==> src/rtl/core/rled_pkg.sv <==
package rled_pkg;

   // widths of the run counter and of the compressed length
   localparam int COUNT_BITS  = 16;
   localparam int LENGTH_BITS = 32;

   // decimal digits kept for a run count
   localparam int DIGITS     = 5;
   localparam int NDIG_W     = $clog2(DIGITS + 1);

   // a run closes at the smaller of the counter maximum and five decimal nines
   localparam longint unsigned COUNT_MAX = (64'd1 << COUNT_BITS) - 64'd1;
   localparam longint unsigned DEC_MAX   = 64'd99999;
   localparam longint unsigned CAP_WIDE  = (COUNT_MAX < DEC_MAX) ? COUNT_MAX : DEC_MAX;
   localparam logic [COUNT_BITS-1:0] RUN_CAP = CAP_WIDE[COUNT_BITS-1:0];

   localparam logic [7:0] ASCII_ZERO = 8'h30;

   typedef logic [DIGITS-1:0][3:0] bcd_type;

   localparam bcd_type BCD_ONE = bcd_type'(1);

   // one run waiting to go out: its byte, its count in decimal, digits to send
   typedef struct packed {
      logic [7:0]        run_byte;
      bcd_type           bcd;
      logic [NDIG_W-1:0] ndig;
   } seg_type;

   // work handed from the run tracker to the emitter
   typedef struct packed {
      seg_type cur;
      seg_type nxt;
      logic    nxt_valid;
      logic    is_end;
   } job_type;

   // emitter status back to the run tracker
   typedef struct packed {
      logic busy;
      logic final_pop;
   } emit_status_type;

   // decimal increment across all digits
   function automatic bcd_type bcd_inc(input bcd_type v);
      bcd_type r;
      logic    carry;
      r     = v;
      carry = 1'b1;
      for (int i = 0; i < DIGITS; i++) begin
         if (carry) begin
            if (r[i] == 4'd9) begin
               r[i] = 4'd0;
            end else begin
               r[i]  = r[i] + 4'd1;
               carry = 1'b0;
            end
         end
      end
      return r;
   endfunction

   // number of significant digits, or none for a single byte run
   function automatic logic [NDIG_W-1:0] count_digits(input bcd_type v, input logic multi);
      logic [NDIG_W-1:0] n;
      n = '0;
      for (int i = 0; i < DIGITS; i++) begin
         if (v[i] != 4'd0) begin
            n = NDIG_W'(i + 1);
         end
      end
      return multi ? n : '0;
   endfunction

endpackage

==> src/rtl/core/run_length_encoder_decimal.sv <==
// channel | direction | handshake            | word
// req     | in        | req_valid, req_stall | req_in_byte, req_stream_end
// rsp     | out       | rsp_valid, rsp_stall | rsp_out_byte, rsp_item_last,
//         |           |                      | rsp_stream_done, rsp_stream_length
//
// A byte that only extends the open run is taken every cycle and gives no word.
// A byte that closes a run gives one word per cycle from the emitter while rsp_stall is low: the run
// byte and up to five count digits, two runs (up to seven words) at end of stream.
// req_stall rises only for a byte that gives words while the emitter has words
// left and its final one is not taken in that cycle; a new burst loads as it is.
// Synchronous reset clears the open run, the emitter and the length count.
module run_length_encoder_decimal
   import rled_pkg::*;
(
   input  logic                   clock,
   input  logic                   reset,
   input  logic                   req_valid,
   output logic                   req_stall,
   input  logic [7:0]             req_in_byte,
   input  logic                   req_stream_end,
   output logic                   rsp_valid,
   input  logic                   rsp_stall,
   output logic [7:0]             rsp_out_byte,
   output logic                   rsp_item_last,
   output logic                   rsp_stream_done,
   output logic [LENGTH_BITS-1:0] rsp_stream_length
);

   logic [7:0]            run_char_ff, run_char_in;
   logic                  run_active_ff, run_active_in;
   logic [COUNT_BITS-1:0] run_len_ff, run_len_in;
   bcd_type               run_bcd_ff, run_bcd_in;

   logic                  extend;
   logic                  flush_old;
   logic                  produce;
   logic                  accept;
   logic                  load;
   bcd_type               new_bcd;
   seg_type               seg_old;
   seg_type               seg_new;
   job_type               job;
   emit_status_type       status;

   // does this byte extend the open run
   assign extend    = run_active_ff && (req_in_byte == run_char_ff) && (run_len_ff != RUN_CAP);
   assign flush_old = run_active_ff && !extend;
   assign produce   = flush_old || req_stream_end;
   assign new_bcd   = extend ? bcd_inc(run_bcd_ff) : BCD_ONE;

   // runs to send: the closed one and, at end of stream, the open one
   always_comb begin
      seg_old.run_byte = run_char_ff;
      seg_old.bcd      = run_bcd_ff;
      seg_old.ndig     = count_digits(run_bcd_ff, run_len_ff > COUNT_BITS'(1));
      seg_new.run_byte = extend ? run_char_ff : req_in_byte;
      seg_new.bcd      = new_bcd;
      seg_new.ndig     = count_digits(new_bcd, extend);
      job.cur          = flush_old ? seg_old : seg_new;
      job.nxt          = seg_new;
      job.nxt_valid    = flush_old && req_stream_end;
      job.is_end       = req_stream_end;
   end

   // hold back only a byte that needs the emitter while it is still busy
   assign req_stall = produce && status.busy && !status.final_pop;
   assign accept    = req_valid && !req_stall;
   assign load      = accept && produce;

   // open run update, cleared after the final byte of a stream
   always_comb begin
      run_char_in   = run_char_ff;
      run_active_in = run_active_ff;
      run_len_in    = run_len_ff;
      run_bcd_in    = run_bcd_ff;
      if (accept) begin
         if (req_stream_end) begin
            run_char_in   = '0;
            run_active_in = 1'b0;
            run_len_in    = '0;
            run_bcd_in    = '0;
         end else begin
            run_char_in   = seg_new.run_byte;
            run_active_in = 1'b1;
            run_len_in    = extend ? run_len_ff + 1'b1 : COUNT_BITS'(1);
            run_bcd_in    = new_bcd;
         end
      end
   end

   always_ff @(posedge clock) begin
      if (reset) begin
         run_char_ff   <= '0;
         run_active_ff <= 1'b0;
         run_len_ff    <= '0;
         run_bcd_ff    <= '0;
      end else begin
         run_char_ff   <= run_char_in;
         run_active_ff <= run_active_in;
         run_len_ff    <= run_len_in;
         run_bcd_ff    <= run_bcd_in;
      end
   end

   // word sequencer and result register
   rled_emit u_emit (
      .clock             (clock),
      .reset             (reset),
      .load              (load),
      .job               (job),
      .status            (status),
      .rsp_valid         (rsp_valid),
      .rsp_stall         (rsp_stall),
      .rsp_out_byte      (rsp_out_byte),
      .rsp_item_last     (rsp_item_last),
      .rsp_stream_done   (rsp_stream_done),
      .rsp_stream_length (rsp_stream_length)
   );

endmodule

==> src/rtl/core/rled_emit.sv <==
module rled_emit
   import rled_pkg::*;
(
   input  logic                   clock,
   input  logic                   reset,
   input  logic                   load,
   input  job_type                job,
   output emit_status_type        status,
   output logic                   rsp_valid,
   input  logic                   rsp_stall,
   output logic [7:0]             rsp_out_byte,
   output logic                   rsp_item_last,
   output logic                   rsp_stream_done,
   output logic [LENGTH_BITS-1:0] rsp_stream_length
);

   seg_type                cur_ff, cur_in;
   seg_type                nxt_ff, nxt_in;
   logic                   nxt_valid_ff, nxt_valid_in;
   logic                   end_ff, end_in;
   logic                   busy_ff, busy_in;
   logic [NDIG_W-1:0]      pos_ff, pos_in;
   logic [LENGTH_BITS-1:0] total_ff, total_in;

   logic                   pop;
   logic                   seg_last;
   logic                   item_last;
   logic                   done;
   logic [NDIG_W-1:0]      dig_sel;
   logic [3:0]             digit;
   logic [LENGTH_BITS-1:0] total_inc;

   // position within the current run: byte first, then digits high to low
   assign pop       = busy_ff && !rsp_stall;
   assign seg_last  = (pos_ff == cur_ff.ndig);
   assign item_last = seg_last && !nxt_valid_ff;
   assign done      = item_last && end_ff;
   assign dig_sel   = cur_ff.ndig - pos_ff;

   // digit pick, out of range only while the run byte itself is shown
   always_comb begin
      unique case (dig_sel)
         3'd0:    digit = cur_ff.bcd[0];
         3'd1:    digit = cur_ff.bcd[1];
         3'd2:    digit = cur_ff.bcd[2];
         3'd3:    digit = cur_ff.bcd[3];
         3'd4:    digit = cur_ff.bcd[4];
         default: digit = 4'd0;
      endcase
   end

   // saturating count of words sent in this stream, including the current one
   assign total_inc = (total_ff == {LENGTH_BITS{1'b1}}) ? total_ff : total_ff + 1'b1;

   // result word
   assign rsp_valid         = busy_ff;
   assign rsp_out_byte      = (pos_ff == '0) ? cur_ff.run_byte : (ASCII_ZERO | {4'd0, digit});
   assign rsp_item_last     = item_last;
   assign rsp_stream_done   = done;
   assign rsp_stream_length = done ? total_inc : '0;

   assign status.busy      = busy_ff;
   assign status.final_pop = pop && item_last;

   // walk through one or two runs, reload straight after the last word
   always_comb begin
      cur_in       = cur_ff;
      nxt_in       = nxt_ff;
      nxt_valid_in = nxt_valid_ff;
      end_in       = end_ff;
      busy_in      = busy_ff;
      pos_in       = pos_ff;
      total_in     = total_ff;
      if (pop) begin
         total_in = done ? '0 : total_inc;
         if (!seg_last) begin
            pos_in = pos_ff + 1'b1;
         end else if (nxt_valid_ff) begin
            cur_in       = nxt_ff;
            nxt_valid_in = 1'b0;
            pos_in       = '0;
         end else begin
            busy_in = 1'b0;
         end
      end
      if (load) begin
         cur_in       = job.cur;
         nxt_in       = job.nxt;
         nxt_valid_in = job.nxt_valid;
         end_in       = job.is_end;
         busy_in      = 1'b1;
         pos_in       = '0;
      end
   end

   // control registers
   always_ff @(posedge clock) begin
      if (reset) begin
         busy_ff      <= 1'b0;
         nxt_valid_ff <= 1'b0;
         pos_ff       <= '0;
         total_ff     <= '0;
      end else begin
         busy_ff      <= busy_in;
         nxt_valid_ff <= nxt_valid_in;
         pos_ff       <= pos_in;
         total_ff     <= total_in;
      end
   end

   // payload registers
   always_ff @(posedge clock) begin
      cur_ff <= cur_in;
      nxt_ff <= nxt_in;
      end_ff <= end_in;
   end

endmodule

==> config.mk <==
export PLATFORM = sky130hd
export DESIGN_NAME = run_length_encoder_decimal
export DESIGN_NICKNAME = d
export VERILOG_FILES = /design/src/rtl/core/rled_pkg.sv /design/src/rtl/core/run_length_encoder_decimal.sv /design/src/rtl/core/rled_emit.sv
export SDC_FILE = /design/constraint.sdc
export NUM_CORES = 1
export LEC_CHECK = 0
export BUFFER_PORTS_ARGS = -buffer_cell sky130_fd_sc_hd__buf_4
export CAP_MARGIN = 10
export CORE_MARGIN = 2
export CORE_UTILIZATION = 66
export CTS_CLUSTER_DIAMETER = 100
export DETAILED_ROUTE_END_ITERATION = 12
export PLACE_DENSITY_LB_ADDON = 0.3
export SYNTH_ARGS = -nofsm -noshare
export SYNTH_HDL_FRONTEND = slang
export SYNTH_SLANG_ARGS = --single-unit
==> constraint.sdc <==
create_clock -name clock -period 7.15 [get_ports clock]
set_clock_uncertainty 0.2 [all_clocks]
set_input_delay 1.7875 -clock clock [delete_from_list [all_inputs] [get_ports clock]]
set_output_delay 1.7875 -clock clock [all_outputs]
set_load 0.02 [all_outputs]
==> flow_summary.toml, run 1 <==
[finish]
syn2layout_area_growth_pct = 10.6
multi_input_area_um2 = 4730
regArea_um2 = 3530
layout-drive-gt1-share = 0.112
antennaDiodeCount = 0
nets = 1058
utilization = 0.756
fillCellCount = 950

[floorplanning]
start_util = 0.684
die_x_um = 119
pin_count = 57
dieArea_um2 = 14100
die_h_um = 119
num_rows = 41
core_area_um2 = 12700

[logic_synthesis]
synth_area_per_cell_um2 = 8.45
synth_top_area_cell = "edfxtp_1"
ys_async_sr_fraction = 0
synth_xor_area_frac = 0.0544
syn_inst = 1029
synth_area_leaders = "edfxtp_1 22%, dfxtp_1 19%, o21ai_0 5.4%"
synth_commonest_cells = "111 x nor2_1, 94 x o21ai_0, 89 x a21oi_1, 82 x dfxtp_1, 79 x nand2_1"
synthAdderAreaFrac = 0.0224
netlist_area_um2 = 8700
synth_fp_nets = 1057
synth.distinct_cells = 75
yosysWarnings = 0
yosys.area_share.simple = 0.240
synth-compound-area-share = 0.203
synth.area.mux_share = 0.0236
synth-edff-count = 63
synth_top_family_by_area = "simple AND/OR/NAND/NOR gates"
yosysMostFrequentCell = "nor2_1"
ys_ff_latch = 145
synth.top_cell.area_share = 0.217
synthFlopType = "dfxtp_1"
seq_area_frac_synth = 0.406

[global_route]
grt.total_usage = 0.316
overflow = 0
first_global_vias = 7149
antenna_found_initial = 0
grt_max_degree = 82
grt_pass1_wl_mm = 36.0

[setup_path]
critPathArrivalTime_ns = 3.81
endpoint_kind = "primary output"
slowest_stage = "a21o_1"
crit_path_frequent_cell = "buf_4"
crit_type = "in -> out"
worstSetupStartpointType = "input port"
crit_chain = "buf_4 -> xnor2_1 -> nand3_1 -> nor4_4 -> buf_4 -> a21o_1 -> inv_2 -> buf_4"
slowest_delay_ns = 0.45
crit_required_ns = 5.16
crit_fanout = 27

[sta]
slew_viol_final = 0
fin_tns_setup_ns = 0
rsz0062_at_grt = "false"
whs_ns = 0.287
fin_crit_ns = 5.79
finalHoldViolCount = 0
tightest_slew_ns = 1.06
post-route-period-util = 0.810
clock.fmax_mhz = 173
setup_viol = 0
slew_headroom = 0.274

[drt]
viasPerCell = 6.62
detailedRoute.firstPassIterationCount = 7
wl_per_cell_um = 18.2
drt-total-wl_mm = 22.1
drt_iter0_drc = 1186
drc = 0
antenna_left = 0
vias = 8038

[power]
ir_drop_v = 0.000173
power.density_nw_per_um2 = 200
power_leakage_nw = 3.21

[cts]
tritoncts = "done"
cts_hold_buf = 0
clk_latency_ns = 0.43
cts_buffers = 17
clockBufferDepth = 2
root_buffer = "clkbuf_16"
ctsResizeCount = 0
postCtsSetupBuffers = 0
clkSinkCount = 145
cts_max_level = 4
path_clk_slew_ns = 0.06

[worst_hold_path]
hold_class = "reg -> reg"

[placement]
io_buffers = 56
place.gp.congestion = 0.956
hpwl_mm = 15.2

[job]
max-cap-violations = 0

[status]
status = "completed"
## per-stage QoR
step	setup WS, ns	cells	power [W]	area (µm²)
after floorplan	2.19	1029	0.00104	8700
after global placement	1.47	1183	0.00109	9060
after detailed placement	1.43	1183	0.00110	9060
after CTS	1.42	1215	0.00193	9620
after global routing	1.26	1215	0.00198	9620
final	1.36	1215	0.00192	9620
## final timing paths
path,startpoint,end,slack (ns),depth (start not counted)
setup / recovery,req_in_byte[6],req_stall,1.36,8
hold / removal,u_emit.total_ff[1],u_emit.total_ff[1],0.29,2
setup reg to reg,run_active_ff,u_emit.cur_ff[17],3.20,7
hold reg to reg,u_emit.total_ff[1],u_emit.total_ff[1],0.29,2
## routing by layer
metal  track usage  vias up  wire length, µm
li1              -     3778                -
met1         0.464     3741             9550
met2         0.466      466             9820
met3        0.0608       53             2270
met4         0.112        0              472
met5             0        -                0
## power breakdown
| group | switching [W] | total [W] | internal (W) |
|---|---|---|---|
| combinational | 0.000118 | 0.000172 | 0.0000542 |
| sequential | 0.0000150 | 0.000912 | 0.000897 |
| clock | 0.000338 | 0.000840 | 0.000503 |
## logic make-up (layout without fill, tap and decap cells)
logic type	after synthesis	in the layout
and+or+nand+nor	397	397
AOI/OAI and AO/OA	290	290
DFF	145	145
buffers and inverters	108	122
xor gates and xnor gates	54	54
muxes	20	20
adders and majority gates	15	15
## flip-flops by register name, indices dropped and copies added (netlist names)
name,count
u_emit.total_ff,32
u_emit.cur_ff,31
u_emit.nxt_ff,31
run_bcd_ff,20
run_len_ff,16
run_char_ff,8
u_emit.pos_ff,3
run_active_ff,1
u_emit.end_ff,1
u_emit.nxt_valid_ff,1
u_emit.rsp_valid,1
## cells in the final DEF, fill, tap and decap left out, types with 4 or more instances in the layout
cell       count
xor2_1        18
mux2_2         4
ha_1          14
inv_1         22
nand4_1       31
mux2i_1       16
nor3_1        17
nor2_1       111
or4_1          7
clkinv_2       5
a211oi_1      10
nand2_1       79
a31oi_1       27
nand2b_1      14
o21a_1         6
nor4_1         8
o21ai_0       94
edfxtp_1      63
or3_1         13
and3_1        20
and4_1         8
nor2b_1        7
a22oi_1        5
a311oi_1       9
buf_4         65
o211ai_1       6
dfxtp_1       82
nand3_1       38
nand3b_1       8
a21oi_1       89
o31ai_1       13
clkbuf_16     17
xnor2_1       36
and2_1        12
## critical path, delay by kind of cell
kind,cells,cell delay (ns)
AOI/OAI and AO/OA,1,0.45
xor gates and xnor gates,1,0.21
buffers and inverters,4,0.91
and+or+nand+nor,2,0.45
## cell type report
| cell class | instances | share of cell area |
|---|---|---|
| clock buffers | 22 | 0.0493 |
| clock inverters | 10 | 0.00884 |
| inverters | 25 | 0.00975 |
| multi-input cells | 776 | 0.492 |
| flip-flops and latches | 145 | 0.367 |
| well taps | 172 | 0.0224 |
| repair buffers | 65 | 0.0507 |
(Power assumes the default switching activity.)
==> inputs of run 2 (changes only) <==
- CORE_UTILIZATION: 66 -> 56
- clock period: 7.15 -> 4.9 ns (I/O delays scaled with it)
==> flow_summary.toml, run 2 (same netlist as run 1, synthesis figures left out) <==
[cts]
cts_buffers = 17
clockBufferDepth = 2
clkSinkCount = 145
tritoncts = "done"
root_buffer = "clkbuf_16"
path_clk_slew_ns = 0.06
cts_hold_buf = 0
cts_max_level = 4
clk_latency_ns = 0.43
postCtsSetupBuffers = 0
ctsResizeCount = 0

[sta]
tightest_slew_ns = 1.05
slew_headroom = 0.280
rsz0062_at_grt = "false"
fin_tns_setup_ns = 0
finalWorstSetupSlack_ns = 0.477
fin_crit_ns = 4.42
clock.fmax_mhz = 226
post-route-period-util = 0.903
finalHoldViolCount = 0
setup_viol = 0
slew_viol_final = 0

[setup_path]
crit_path_frequent_cell = "buf_4"
crit_type = "reg -> out"
cp_top_family = "buffers and inverters"
slowest_stage = "ha_1"
cp_num_buf_inv = 3
crit_required_ns = 3.47
worstSetupStartpointType = "register"
critPathLaunch = "u_emit.pos_ff[0]"
crit_fanout = 39
crit_chain = "ha_1 -> nand3_1 -> nor2_1 -> nand2_1 -> buf_4 -> inv_1 -> buf_4"
endpoint_kind = "primary output"
slowest_delay_ns = 0.67
critPathArrivalTime_ns = 3.00
timing.rr.start = "u_emit.pos_ff[0]"

[floorplanning]
core_area_um2 = 15200
pin_count = 57
start_util = 0.572
die_h_um = 129
num_rows = 45
die_x_um = 129
dieArea_um2 = 16500

[worst_hold_path]
hp-start = "u_emit.total_ff[1]"
hold_class = "reg -> reg"

[job]
max-cap-violations = 0

[finish]
top_regs = "u_emit.total_ff x32, u_emit.cur_ff x31, u_emit.nxt_ff x31"
mostFrequentLayoutCell = "nor2_1"
antennaDiodeCount = 0
nets = 1067
utilization = 0.637
largest_register_ffs = 32
fillCellCount = 1296
layout-drive-gt1-share = 0.119
fin_cells = 1240
syn2layout_area_growth_pct = 11.4
final_cell_mix = "111 x nor2_1, 94 x o21ai_0, 89 x a21oi_1"
finalInstanceArea_um2 = 9690
regMostFlops = "u_emit.total_ff"

[placement]
dpl.cell_count = 1208
hpwl_mm = 14.8
place.gp.congestion = 0.889
io_buffers = 56
placed_area_um2 = 9150
preCtsSetupSlack_ns = 0.874

[drt]
antenna_left = 0
viasPerCell = 6.34
detailedRoute.firstPassIterationCount = 6
drc = 0
drt_iter0_drc = 824
wl_per_cell_um = 17.5
vias = 7858
drt-total-wl_mm = 21.7

[status]
status = "completed"

[global_route]
grt_pass1_wl_mm = 35.8
overflow = 0
first_global_vias = 6951
antenna_found_initial = 0
grt.total_usage = 0.272
grt_max_degree = 82

[power]
ir_drop_v = 0.000266
power.density_nw_per_um2 = 288
power_leakage_nw = 3.22
run 2: worst paths after layout:
kind	slack (ns)	endpoint	cells past startpoint
worst max-delay path	0.48	rsp_stream_done	7
worst min-delay path	0.29	u_emit.total_ff[1]	2
worst max register to register	1.18	run_bcd_ff[17]	9
worst min register to register	0.29	u_emit.total_ff[1]	2
run 2: area by class of cell:
class | instances | area, µm² | area share
well taps | 188 | 235 | 0.0243
repair buffers | 74 | 556 | 0.0573
flip-flops and latches | 145 | 3530 | 0.365
inverters | 25 | 93.8 | 0.00968
multi-input cells | 776 | 4730 | 0.489
clock inverters | 13 | 105 | 0.0108
clock buffers | 19 | 433 | 0.0447
run 2: routing by layer:
| layer | up-vias | GRT usage | part of all wire |
|---|---|---|---|
| met5 | - | 0 | 0 |
| met4 | 0 | 0.0946 | 0.014 |
| met3 | 30 | 0.0607 | 0.083 |
| met2 | 347 | 0.402 | 0.44 |
| met1 | 3689 | 0.394 | 0.46 |
| li1 | 3792 | - | - |
run 2: through the flow:
stage / hold slack [ns] / power [W]
detailed placement: 0.276 / 0.00161
global placement: 0.268 / 0.00161
global route: 0.318 / 0.00288
finish: 0.291 / 0.00279
floorplan: 0.256 / 0.00152
CTS: 0.285 / 0.00280
run 2: where the power goes:
group,leakage (nW),switching [W],internal (W)
clock network,0.247,0.000544,0.000656
logic,1.71,0.000179,0.0000838
registers,1.27,0.0000177,0.00131
run 2: worst reg2reg max path: stages (launching register included):
cell and delay, ns:
dfxtp_1 0.34, ha_1 0.67, nand2_1 0.17, o41ai_1 0.75
a21o_1 0.17, a21o_1 0.12, inv_2 0.05, buf_4 0.22
nor2_2 0.66, o21ai_0 0.22
==> inputs of run 3 (changes only) <==
- ABC_AREA: default -> 1
==> flow_summary.toml, run 3 <==
[power]
power_leakage_nw = 4.03
p_seq_frac = 0.476
sw_frac_of_total = 0.250
ir_drop_v = 0.000256
p_comb_frac = 0.084
power.density_nw_per_um2 = 277
p_switching_w = 0.000696
intPower_w = 0.00209
pwr-share-clk = 0.440

[sta]
whs_ns = 0.278
finalWorstSetupSlack_ns = 0.463
fin_tns_setup_ns = 0
clock.fmax_mhz = 225
slew_viol_final = 0
slew_headroom = 0.327
rsz0062_at_grt = "false"
fin_crit_ns = 4.44
setup_viol = 0
tightest_slew_ns = 1.01
finalHoldViolCount = 0
post-route-period-util = 0.906

[setup_path]
critPathLaunch = "u_emit.total_ff[1]"
crit_fanout = 7
reg2reg_depth = 11
endpoint_kind = "primary output"
crit_required_ns = 3.47
r2r-end = "u_emit.total_ff[7]"
rrSetupSlack_ns = 1.39
timing.rr.start = "u_emit.pos_ff[1]"
critPathArrivalTime_ns = 3.01
worstSetupStartpointType = "register"
crit_type = "reg -> out"
critPathCapture = "rsp_stream_length[21]"

[finish]
fillCellCount = 1404
nets = 1374
final_cell_mix = "424 x nand2_1, 155 x inv_1, 128 x a21oi_1"
mostFrequentLayoutCell = "nand2_1"
syn2layout_area_growth_pct = 12.3
top_regs = "u_emit.total_ff x32, u_emit.cur_ff x31, u_emit.nxt_ff x31"
antennaDiodeCount = 0
finalInstanceArea_um2 = 10100
layout-drive-gt1-share = 0.0890
fin_cells = 1575
regMostFlops = "u_emit.total_ff"
largest_register_ffs = 32

[logic_synthesis]
synth.top_cell.area_share = 0.211
synth-edff-count = 63
synth.distinct_cells = 44
yosysWarnings = 0
synthFlopType = "dfxtp_1"
yosysMostFrequentCell = "nand2_1"
synth_commonest_cells = "424 x nand2_1, 155 x inv_1, 128 x a21oi_1, 118 x nor2_1, 82 x dfxtp_1"
synth_fp_nets = 1341
syn_inst = 1313
netlist_area_um2 = 8950
synth_top_area_cell = "edfxtp_1"
ys_async_sr_fraction = 0
seq_area_frac_synth = 0.395
synth_area_leaders = "edfxtp_1 21%, dfxtp_1 18%, nand2_1 18%"
synth_area_per_cell_um2 = 6.82
ys_ff_latch = 145

[cts]
clkSinkCount = 145
cts_hold_buf = 0
root_buffer = "clkbuf_16"
path_clk_slew_ns = 0.06
postCtsSetupBuffers = 0
ctsResizeCount = 0
clockBufferDepth = 2
clk_latency_ns = 0.42
tritoncts = "done"
cts_max_level = 4
cts_buffers = 17

[global_route]
grt_max_degree = 77
first_global_vias = 7558
antenna_found_initial = 0
overflow = 0
grt_pass1_wl_mm = 36.3
grt.total_usage = 0.268

[placement]
dpl.cell_count = 1543
place.gp.congestion = 0.915
hpwl_mm = 16.0
preCtsSetupSlack_ns = 0.924
io_buffers = 56
placed_area_um2 = 9500

[drt]
wl_per_cell_um = 14.3
antenna_left = 0
vias = 8605
drc = 0
detailedRoute.firstPassIterationCount = 6
viasPerCell = 5.46
drt_iter0_drc = 985
drt-total-wl_mm = 22.5

[floorplanning]
die_h_um = 130
die_x_um = 130
pin_count = 57
core_area_um2 = 15800
num_rows = 46
dieArea_um2 = 17000
start_util = 0.568

[worst_hold_path]
hold_class = "reg -> reg"

[job]
max-cap-violations = 0

[status]
status = "completed"
## run 3: worst max-delay path, stage by stage, from the launching register on
cell and delay [ns]:
dfxtp_1 0.37, ha_1 0.19, nand2_1 0.08, nor2_1 0.18, nand2_1 0.18, nor2_1 0.23
nand4_1 0.17, nor2_1 0.21, nand2_1 0.22, nand2_1 0.19, nor2_1 0.07, xor2_1 0.18
inv_1 0.06, nor2_1 0.09, buf_4 0.16
## run 3: stage by stage
stage               total power (W)   util
floorplan                   0.00151      -
global placement            0.00158  0.603
detailed placement          0.00158  0.603
CTS                         0.00280  0.638
global route                0.00288  0.638
finish                      0.00279  0.638
## run 3: area by class of cell
cell class / instances / area [µm²] / share of cell area
timing repair buffer: 67 / 503 / 0.0500
inverter: 159 / 597 / 0.0593
sequential: 145 / 3530 / 0.351
multi-input combinational: 956 / 4600 / 0.457
clock inverter: 12 / 109 / 0.0108
clock buffer: 20 / 447 / 0.0444
tap: 216 / 270 / 0.0269
## run 3: how the worst min path moves through the flow
| stage | from | endpoint | slack [ns] | cells past startpoint |
|---|---|---|---|---|
| after floorplan | u_emit.pos_ff[1] | u_emit.pos_ff[1] | 0.25 | 2 |
| after global placement | run_char_ff[3] | run_char_ff[3] | 0.27 | 2 |
| after detailed placement | run_len_ff[4] | run_len_ff[4] | 0.27 | 2 |
| after CTS | run_len_ff[4] | run_len_ff[4] | 0.28 | 2 |
| after global routing | run_len_ff[15] | run_len_ff[15] | 0.30 | 2 |
| final | run_len_ff[4] | run_len_ff[4] | 0.28 | 2 |
## run 3: cells by family (layout without fill, tap and decap cells)
family                   Yosys count  in the layout  share of synthesized area
AO/OA/AOI/OAI                    213            213                      0.125
XOR/XNOR                          36             36                     0.0352
adder cells (fa/ha/maj)           15             15                     0.0218
buffers and inverters            212            258                     0.0932
flip-flops                       145            145                      0.395
AND/OR/NAND/NOR                  692            692                      0.330
## run 3: power groups by stage
stage / logic (W) / clock network [W] / registers (W)
after detailed placement: 0.000232 / 0 / 0.00135
final: 0.000235 / 0.00122 / 0.00133
after CTS: 0.000233 / 0.00124 / 0.00133
after floorplan: 0.000162 / 0 / 0.00135
after global placement: 0.000227 / 0 / 0.00135
after global routing: 0.000261 / 0.00129 / 0.00133
## run 3: layer usage
layer  share of wire  GRT usage  vias up  wire (µm)
li1                -          -     4322          -
met1            0.46      0.371     3844      10400
met2            0.44      0.420      382       9860
met3           0.077     0.0586       57       1730
met4           0.024     0.0895        0        537
met5               0          0        -          0
